### src/sv/tgrs_div.sv
// Restoring divider, one quotient bit per cycle, shared by tap and result work.
// No dependencies.
`default_nettype none
module tgrs_div #(
    parameter int DW = 56,
    parameter int VW = 23
) (
    input  logic          i_clk,
    input  logic          i_rst_n,
    input  logic          i_start,
    input  logic [DW-1:0] i_dividend,
    input  logic [VW-1:0] i_divisor,
    output logic          o_busy,
    output logic          o_done,
    output logic [DW-1:0] o_quotient
);
    localparam int CW = $clog2(DW + 1);

    logic [CW-1:0] r_cnt;
    logic          r_busy;
    logic          r_done;
    logic [VW:0]   r_rem;
    logic [DW-1:0] r_quo;
    logic [VW-1:0] r_dvs;
    logic [VW:0]   rem_sh;
    logic          ge;
    logic [VW:0]   n_rem;

    always_comb begin
        rem_sh = {r_rem[VW-1:0], r_quo[DW-1]};
        ge     = rem_sh >= {1'b0, r_dvs};
        n_rem  = ge ? rem_sh - {1'b0, r_dvs} : rem_sh;
    end

    always_ff @(posedge i_clk) begin
        if (!i_rst_n) begin
            r_busy <= 1'b0;
            r_done <= 1'b0;
            r_cnt  <= '0;
        end else begin
            r_done <= 1'b0;
            if (i_start) begin
                r_busy <= 1'b1;
                r_cnt  <= CW'(DW);
            end else if (r_busy) begin
                r_cnt <= r_cnt - 1'b1;
                if (r_cnt == CW'(1)) begin
                    r_busy <= 1'b0;
                    r_done <= 1'b1;
                end
            end
        end
    end

    always_ff @(posedge i_clk) begin
        if (i_start) begin
            r_rem <= '0;
            r_quo <= i_dividend;
            r_dvs <= i_divisor;
        end else if (r_busy) begin
            r_rem <= n_rem;
            r_quo <= {r_quo[DW-2:0], ge};
        end
    end

    assign o_busy     = r_busy;
    assign o_done     = r_done;
    assign o_quotient = r_quo;
endmodule
`default_nettype wire

### config.mk
export PLATFORM = sky130hd
export DESIGN_NAME = tgrs_div
export DESIGN_NICKNAME = d
export VERILOG_FILES = /design/src/sv/tgrs_div.sv
export SDC_FILE = /design/constraint.sdc
export NUM_CORES = 1
export LEC_CHECK = 0
export ABC_AREA = 1
export BUFFER_PORTS_ARGS = -buffer_cell sky130_fd_sc_hd__buf_4
export CAP_MARGIN = 20
export CORE_ASPECT_RATIO = 2
export CORE_MARGIN = 8
export CORE_UTILIZATION = 55
export DETAILED_ROUTE_END_ITERATION = 8
export PLACE_DENSITY = 0.81
export SYNTH_ARGS = -nofsm -noshare
export SYNTH_HDL_FRONTEND = slang
export SYNTH_SLANG_ARGS = --single-unit
### constraint.sdc
create_clock -name i_clk -period 3 [get_ports i_clk]
set_input_delay 0.3 -clock i_clk [delete_from_list [all_inputs] [get_ports i_clk]]
set_output_delay 0.3 -clock i_clk [all_outputs]
set_load 0.01 [all_outputs]
==> out/qor.yml <==
sta:
  min_period_ns: 2.52
  final_max_slew_viol_count: 0
  hold_viol_final: 0
  rsz0062_at_grt: "no"
  setup_viol: 0
  max_slew.worst_pin.slew_ns: 0.866
  setup_tns_ns: 0
  finalClockSkew_ns: 0.0109
  period_share: 0.841
  fmax_mhz: 396
  slew_headroom: 0.423
clock_tree:
  numCtsBuffers: 9
  postCtsHoldBufs: 0
  post-cts-setup-buffer-count: 0
  cts.clk_slew.worst_paths_ns: 0.08
  cts_tree: "done"
  htreeDepth: 3
  clock-sinks: 110
  post_cts_resized: 0
  cts_buffer_depth: 2
  root_buffer: "clkbuf_16"
  worstSkewPairLatency_ns: 0.35
logic_synthesis:
  synth-warning-count: 0
  ys_ff_latch: 110
  ys.flop_type: "edfxtp_1"
  netlist_top_cells_area: "edfxtp_1, nand2_1, dfxtp_1, inv_1, ha_1"
  synth_cell_type_count: 34
  synth_edf_count: 79
  yosysMostFrequentCell: "nand2_1"
  synthTopCellsByCount: "nand2_1, inv_1, nor2_1"
  mappedNetlistArea_um2: 6110
  yosysTopAreaCellShare: 0.389
  avgSynthCellArea_um2: 7.49
  seq_area_frac_synth: 0.490
  syn_nets: 923
  synthArstFlopShare: 0
  yosysTopAreaCell: "edfxtp_1"
  syn_inst: 815
worst_setup_path:
  r2r_slack_ns: 0.48
  reg2reg_from: "o_quotient[55]"
  end_kind: "flop"
  r2r-end: "r_rem[6]"
  cp.required_ns: 3.30
  endpoint: "r_rem[6]"
  arrival_ns: 2.82
  crit_start: "o_quotient[55]"
  reg2reg_depth: 15
  cp-start-kind: "flop"
  timing.setup.critical_path_class: "reg -> reg"
  critPathMaxFanout: 25
cells_and_area:
  stdcell_count: 1094
  layout.nets: 1057
  seq_area_um2: 2990
  area_delta_synth_final_pct: 24.1
  antennaDiodeCount: 0
  final_layout_size_suffix_gt1_frac: 0.175
  fillers: 909
  multi_input_area_um2: 2640
drt:
  wl_met1_um: 5420
  vias: 5431
  drt-wirelength-per-cell_um: 14.1
  wl_met3_um: 1100
  viasPerCell: 4.96
  highest_layer: "met4"
  drtAntennaViolNets: 0
  drt-total-wl_um: 15500
  met2_length_um: 8170
  drc_errors: 0
  first_pass_iters: 4
  first_iter_violations: 225
run_status:
  status: "complete, no violations"
die:
  io_pins: 140
  fp.dieW_um: 90.5
  dieArea_um2: 14900
  die_y_um: 165
  row_count: 54
  start_util: 0.561
  core_area_um2: 10900
grt:
  grt_overflow: 0
  antenna_found_initial: 0
  grt_start_max_net_pins: 80
  grt_usage: 0.211
  grt_pass1_wl_um: 25000
  grt_pass1_vias: 5492
power:
  power_density_nw_per_um2: 473
  sw_frac_of_total: 0.271
  worst_ir_drop_vdd_v: 0.000349
  seqPwrFrac: 0.510
  power.leakage_nw: 3.84
  p_int_mw: 2.61
  comb_power_share: 0.160
  p_switching_uw: 971
  clkPwrFrac: 0.330
placed_design:
  port_buffers: 139
  dp_cells: 1078
  gp_congestion: 0.993
  hpwl_um: 11900
run:
  cap_violations: 0
min_path:
  hold_path_class: "in -> reg"
state kept, by name, indices dropped and copies added (netlist names):
name,count
o_quotient,56
r_dvs,23
r_rem,23
r_cnt,6
o_busy,1
o_done,1
worst min path at each step:
stage	start	end	slack, ns	cells after the start
detailed placement	r_rem[8]	r_rem[8]	0.46	2
CTS	i_divisor[6]	r_dvs[6]	0.11	1
global route	i_divisor[5]	r_dvs[5]	0.10	1
global placement	r_cnt[5]	r_cnt[5]	0.46	2
floorplan	i_divisor[0]	r_dvs[0]	0.40	0
finish	i_divisor[5]	r_dvs[5]	0.12	1
layout by cell type, fill, tap and decap left out, types with 2 or more instances in the layout:
cell / netlist / layout
inv_6: 0 / 2
a31oi_1: 2 / 2
edfxtp_1: 79 / 79
clkbuf_16: 0 / 9
and2_1: 2 / 2
ha_1: 25 / 25
nand3_1: 27 / 27
buf_12: 0 / 2
dfxtp_1: 31 / 31
nor2_1: 82 / 82
nand2_1: 389 / 389
xnor2_1: 10 / 10
inv_1: 97 / 96
nand4_1: 6 / 6
clkinv_4: 0 / 2
o21ai_0: 4 / 4
nor2_2: 2 / 2
a21oi_1: 15 / 15
xor2_1: 3 / 3
inv_2: 1 / 2
nor3_1: 3 / 3
o21bai_1: 4 / 4
buf_4: 2 / 143
kinds of logic after synthesis:
| logic type | after synthesis | synth area share |
|---|---|---|
| adders and majority gates | 26 | 0.0545 |
| xor gates and xnor gates | 13 | 0.0186 |
| buffers and inverters | 121 | 0.0783 |
| DFF | 110 | 0.490 |
| and+or+nand+nor | 517 | 0.333 |
| AOI/OAI and AO/OA | 28 | 0.0258 |
power groups by stage:
| stage | logic (mW) | clock network [mW] | registers [mW] |
|---|---|---|---|
| floorplan | 0.246 | 0 | 1.89 |
| global placement | 0.572 | 0 | 1.86 |
| detailed placement | 0.582 | 0 | 1.86 |
| CTS | 0.582 | 1.20 | 1.83 |
| global route | 0.639 | 1.25 | 1.84 |
| finish | 0.575 | 1.18 | 1.83 |
area by class of cell:
cell class / instances / share of cell area
well taps: 140 / 0.0231
inverters: 99 / 0.0490
clock inverters: 6 / 0.00825
clock buffers: 10 / 0.0302
repair buffers: 145 / 0.147
multi-input cells: 584 / 0.348
flip-flops and latches: 110 / 0.395
metal layers:
layer  vias up  track usage
li1       2793            -
met1      2410        0.189
met2       172        0.387
met3        56       0.0687
met4         0        0.148
met5         -            0
worst max-delay path: stages (launching register included):
cell	delay, ns
edfxtp_1	0.37
inv_1	0.06
ha_1	0.22
fa_1	0.40
inv_1	0.09
nand2_1	0.05
nand2_1	0.07
nand3_1	0.06
nand2_1	0.14
nand2_1	0.08
nand4_2	0.27
buf_4	0.33
nor2_1	0.07
nor2_1	0.11
nand2_1	0.07
nand2_1	0.05
stage by stage:
stage	utilization	cell area [µm²]	hold WS [ns]	total power [mW]	setup slack, ns
final	0.697	7580	0.116	3.58	0.478
after global routing	0.697	7580	0.104	3.73	0.224
after CTS	0.697	7580	0.109	3.61	0.476
after detailed placement	0.670	7290	0.465	2.44	0.483
after global placement	0.670	7290	0.459	2.43	0.593
after floorplan	-	6110	0.399	2.14	0.531
No activity file was read; power rests on OpenSTA's default activity.
