File: src/sv/tgrs_pkg.sv
// Shared constants and the normal-CDF table for the Gaussian row smoother.
// No dependencies; every other file but tgrs_div refers to it by scoped names.
`default_nettype none
package tgrs_pkg;

    localparam int MAX_REACH_DEF        = 24;
    localparam int WEIGHT_FRAC_BITS_DEF = 16;
    localparam int VAL_W                = 32;
    localparam int SIGMA_W              = 12;
    localparam int ARG_W                = 10;
    localparam int ROM_LAST             = 24;

    localparam logic [SIGMA_W-1:0] SIGMA_RESET = 12'd256;
    localparam logic [ARG_W-1:0]   ARG_MAX     = 10'd768;
    localparam logic [2:0]         ADDR_SIGMA  = 3'd0;

    // Area of the unit normal from 0 to idx/8 sigma, Q0.16.
    function automatic logic [15:0] cdf_rom(input logic [4:0] idx);
        logic [15:0] v;
        case (idx)
            5'd0:  v = 16'd0;
            5'd1:  v = 16'd3260;
            5'd2:  v = 16'd6469;
            5'd3:  v = 16'd9579;
            5'd4:  v = 16'd12548;
            5'd5:  v = 16'd15336;
            5'd6:  v = 16'd17916;
            5'd7:  v = 16'd20265;
            5'd8:  v = 16'd22370;
            5'd9:  v = 16'd24229;
            5'd10: v = 16'd25844;
            5'd11: v = 16'd27226;
            5'd12: v = 16'd28390;
            5'd13: v = 16'd29355;
            5'd14: v = 16'd30143;
            5'd15: v = 16'd30776;
            5'd16: v = 16'd31277;
            5'd17: v = 16'd31668;
            5'd18: v = 16'd31967;
            5'd19: v = 16'd32193;
            5'd20: v = 16'd32361;
            5'd21: v = 16'd32484;
            5'd22: v = 16'd32573;
            5'd23: v = 16'd32636;
            5'd24: v = 16'd32679;
            default: v = 16'd0;
        endcase
        return v;
    endfunction

endpackage
`default_nettype wire

File: src/sv/tgrs_cell.sv
// One window cell: holds a bin, forms its weighted product and adds it to the
// running sums passed from its neighbor. Depends on tgrs_pkg.
`default_nettype none
module tgrs_cell #(
    parameter int IDX    = 0,
    parameter int R      = 24,
    parameter int WB     = 17,
    parameter int ACC_W  = 55,
    parameter int WSUM_W = 23
) (
    input  logic                             i_clk,
    input  logic                             i_shift,
    input  logic [tgrs_pkg::VAL_W-1:0]       i_sample,
    output logic [tgrs_pkg::VAL_W-1:0]       o_sample,
    input  logic [R:0][WB-1:0]               i_taps,
    input  logic [$clog2(R+1)-1:0]           i_center,
    input  logic [$clog2(2*R+2)-1:0]         i_count,
    input  logic [ACC_W-1:0]                 i_acc,
    input  logic [WSUM_W-1:0]                i_wsum,
    output logic [ACC_W-1:0]                 o_acc,
    output logic [WSUM_W-1:0]                o_wsum
);
    localparam int WIN   = 2 * R + 1;
    localparam int KW    = $clog2(WIN);
    localparam int CW    = $clog2(R + 1);
    localparam int CNT_W = $clog2(WIN + 1);
    localparam int PW    = WB + tgrs_pkg::VAL_W;

    logic [tgrs_pkg::VAL_W-1:0] r_sample;
    logic [PW-1:0]              r_prod;
    logic [WB-1:0]              r_w;
    logic [ACC_W-1:0]           r_acc;
    logic [WSUM_W-1:0]          r_wsum;
    logic [KW-1:0]              pos;
    logic [KW-1:0]              ctr;
    logic [KW-1:0]              tap_dist;
    logic                       use_tap;
    logic [WB-1:0]              w;

    always_comb begin
        pos      = KW'(IDX);
        ctr      = KW'(i_center);
        tap_dist = (pos >= ctr) ? pos - ctr : ctr - pos;
        use_tap  = (CNT_W'(IDX) < i_count) && (tap_dist <= KW'(R));
        w        = use_tap ? i_taps[tap_dist[CW-1:0]] : '0;
    end

    always_ff @(posedge i_clk) begin
        if (i_shift) begin
            r_sample <= i_sample;
        end
        r_w    <= w;
        r_prod <= use_tap ? w * r_sample : '0;
        r_acc  <= i_acc + ACC_W'(r_prod);
        r_wsum <= i_wsum + WSUM_W'(r_w);
    end

    assign o_sample = r_sample;
    assign o_acc    = r_acc;
    assign o_wsum   = r_wsum;
endmodule
`default_nettype wire

File: config.mk
export PLATFORM = sky130hd
export DESIGN_NAME = tgrs_cell
export DESIGN_NICKNAME = d
export VERILOG_FILES = /design/src/sv/tgrs_pkg.sv /design/src/sv/tgrs_cell.sv
export SDC_FILE = /design/constraint.sdc
export NUM_CORES = 2
export LEC_CHECK = 0
export BUFFER_PORTS_ARGS = -buffer_cell sky130_fd_sc_hd__buf_2
export CAP_MARGIN = 20
export CORE_MARGIN = 4
export CORE_UTILIZATION = 34
export CTS_CLUSTER_SIZE = 40
export DETAILED_ROUTE_END_ITERATION = 6
export PLACE_DENSITY = 0.58
export SYNTH_ARGS = -nofsm -noshare
export SYNTH_HDL_FRONTEND = slang
export SYNTH_SLANG_ARGS = --single-unit
File: constraint.sdc
create_clock -name i_clk -period 16.4 [get_ports i_clk]
set_input_delay 3.28 -clock i_clk [delete_from_list [all_inputs] [get_ports i_clk]]
set_output_delay 3.28 -clock i_clk [all_outputs]
set_load 0.03 [all_outputs]
==> summary.md <==
| Metric | Value |
|---|---|
| Number of synthesized flops with an enable pin | 32 |
| Final Setup Violations | 0 |
| Post-synth ARST share | 0% |
| Synth top area share | 31.1% |
| Post-synthesis sequential area ratio | a little over an eighth |
| Hold Crit Class | register to register |
| Maximum fanout along the worst path | 27 |
| DRT iter0 DRCs | 1605 |
| Synth Instances | roughly 3200 |
| Clock Path Buffers | 2 |
| Critical path's top delay family | adder cells |
| Max_cap viols | 0 |
| Area occupied by multi-input gates | 0.0225 mm2 |
| Non-Filler Instances | 4890 |
| Synth Area in Compound Gates | 11.0% |
| Hold Violations, Final | 0 |
| Core area | around 0.084 mm2 |
| Post-CTS Hold Fix Bufs | 0 |
| Routed wire length | 119000 um |
| Syn. warnings | 0 |
| CTS sink cnt | 176 |
| Synth Area in Simple Gates | 15.9% |
| Mapped Nets | 4380 |
| Post-synth top area cell | fa_1 |
| XOR/XNOR Fraction of Synth Area | 2.95% |
| Initial antenna violation count | 27 |
| Via-per-instance ratio | 5.13 |
| Drt pass-1 iters | 7 |
| Period utilization | 82.9% |
| Root Driver | clkbuf_16 |
| Share of cells above drive strength 1 | between 20% and 30% |
| Synth cell types | 81 |
| Top Metal Used | met5 |
| CTS buffer count | 17 |
| Port buffer count | around 660 |
| Buffers and inverters on the worst path | 8 |
| Site row count | 106 |
| Layout fillers | 8585 |
| Post-cts resize count | 0 |
| Setup TNS | 0 ns |
| GPL Wtd Cong | between 0.9 and 1 |
| Pin count of the biggest net entering global routing | 53 |
| Gr ovfl total | 0 |
| Critical path class | input port to register |
| FF+latch count, synth | around 180 |
| Die height | 300 um |
| Wirelength per Cell | ~24 um |
| Adder-Cell Fraction of Synth Area | 39.3% |
| Final Skew | 0.0312 ns |
| GRT Overall Usage | 26.3% |
| DR DRC count | 0 |
| Initial Utilization | about a third |
| Status | completed |
| First-pass GRT wire length | ~170000 um |
| CP dominant cell by count | fa_1 |
| DP Worst Slack | 2.35 ns |
| CP arrival | 14.03 ns |
| Vias in the first global route | 26366 |
| Area growth from synthesis to layout | 16.9% |
| Avg Cell Area, Syn | 9.11 um2 |
| H-Tree Depth | 4 |
| Largest family of logic cells by synthesized area | adder cells |
| Total instance count after detailed placement | just under 5000 |
| Ports | 658 |
| RSZ-0062 raised after global routing | no |
| Nets@finish | 4917 |
| Met3 routed WL | 9230 um |
| Dpl hpwl | 99800 um |
| Worst-margin pin slew | around 1.2 ns |
| Final min period | 13.59 ns |
| Via count | 25093 |
| Crit. End Element | register |
| Reg area | 0.00384 mm2 |
| Cell Area, Synth | approximately 0.029 mm2 |
| Slew headroom | 18.2% |
| Overall die area | about 0.090 mm2 |
| Metal2 WL | 56200 um |
| Mux share of post-synthesis cell area | 8.05% |
| Area contributors post-synth | fa_1 (31%), dfxtp_1 (9.9%), ha_1 (8.3%), mux4_2 (7.7%), inv_1 (6.8%) |
| Routed Antenna Nets | 0 |
| TritonCTS clock tree | built |
| Slew Limit Fails | 0 |
| Worst EP required | between 15 and 20 ns |
| Met1 Routed Length | 47300 um |
| Max Freq | 0.0736 GHz |
| Clk_lat worst skew | 0.51 ns |
| Commonest cells in the synthesized netlist | inv_1 (524), fa_1 (451), nand2_1 (388) |
| Setup Fix Bufs, Post-CTS | 0 |
| Final setup margin | 2.81 ns |
| Most frequent cell after synthesis | inv_1 |
| Max incr delay on CP | 0.85 ns |
| Type of origin of the critical path | input port |
| Critical path's slowest cell | nor2_4 |
| Die X | 300 um |
| Worst-path clk slew | around 0.070 ns |
| Most used DFF post-synth | dfxtp_1 |
## stage by stage
| stage | utilization (%) | area, um2 | hold WS [ns] |
|---|---|---|---|
| after floorplan | - | 29100 | 0.420 |
| after global placement | 39.6 | 33300 | 0.436 |
| after detailed placement | 39.6 | 33300 | 0.433 |
| after CTS | 40.3 | 33900 | 0.452 |
| after global routing | 40.3 | 34000 | 0.482 |
| final | 40.3 | 34000 | 0.446 |
## placed cells by master (no fill, tap or decap), types with 31 or more instances in the layout
master / Yosys / final
buf_2: 54 / 656
inv_1: 524 / 524
fa_1: 451 / 451
nand2_1: 388 / 386
nor2_1: 261 / 259
ha_1: 192 / 192
dfxtp_1: 144 / 144
a21oi_1: 122 / 122
and2_1: 107 / 107
mux4_2: 99 / 99
o21ai_0: 70 / 69
xnor2_1: 55 / 54
a21o_1: 52 / 52
nand3_1: 51 / 51
xor2_1: 43 / 42
buf_4: 14 / 35
nand4_1: 33 / 33
edfxtp_1: 32 / 32
or2_1: 31 / 31
## path summary, 6_finish.rpt
| path | end | slack (ns) | cells past startpoint | start |
|---|---|---|---|---|
| max | r_prod[48]$_SDFF_PP0_ | 2.81 | 32 | i_center[0] |
| min | o_acc[0]$_DFF_P_ | 0.45 | 1 | r_prod[0]$_SDFF_PP0_ |
| max reg2reg | r_prod[48]$_SDFF_PP0_ | 8.97 | 20 | o_sample[9]$_DFFE_PP_ |
| min reg2reg | o_acc[0]$_DFF_P_ | 0.45 | 1 | r_prod[0]$_SDFF_PP0_ |
## area by class of cell
cell class                 instances  area share [%]
multi-input combinational       2314            66.4
sequential                       176            11.3
timing repair buffer             692            10.5
inverter                         525            5.81
tap                             1134            4.18
clock buffer                      19            1.30
clock inverter                    13           0.431
antenna                           17           0.125
## flip-flops by register name, indices dropped and copies added, names as in the netlist
signal    flops
r_prod       49
o_acc        55
r_w          17
o_wsum       23
o_sample     32
## worst register-to-register path, cell delays in order, from the launching register on
cell	delay, ns
edfxtp_1	0.69
and2_1	0.64
nand3_1	0.20
fa_1	0.59
inv_1	0.05
fa_1	0.62
fa_1	0.46
fa_1	0.41
fa_1	0.51
inv_1	0.05
fa_1	0.55
inv_1	0.07
ha_1	0.34
a21oi_1	0.25
o21ai_0	0.26
a221oi_1	0.45
o21ai_0	0.17
o21ai_0	0.45
a21oi_1	0.15
or3_1	0.33
a21oi_1	0.13
## routing by layer
metal,vias to the layer above,global-route usage [%]
met5,-,0
met4,10,12.9
met3,157,5.95
met2,1109,43.3
met1,12325,32.6
li1,11492,-
## cells by family (layout without fill, tap and decap cells)
| logic type | after synthesis | count (layout) |
|---|---|---|
| buf+inv | 699 | 1249 |
| mux | 110 | 110 |
| compound gates | 456 | 456 |
| flops | 176 | 176 |
| fa+ha+maj | 643 | 643 |
| other cells | 0 | 17 |
| simple gates | 1007 | 1007 |
| xor+xnor | 98 | 98 |
Power is not shown: default switching activity piles up to over one toggle a cycle in this logic, so the estimate is an artifact.
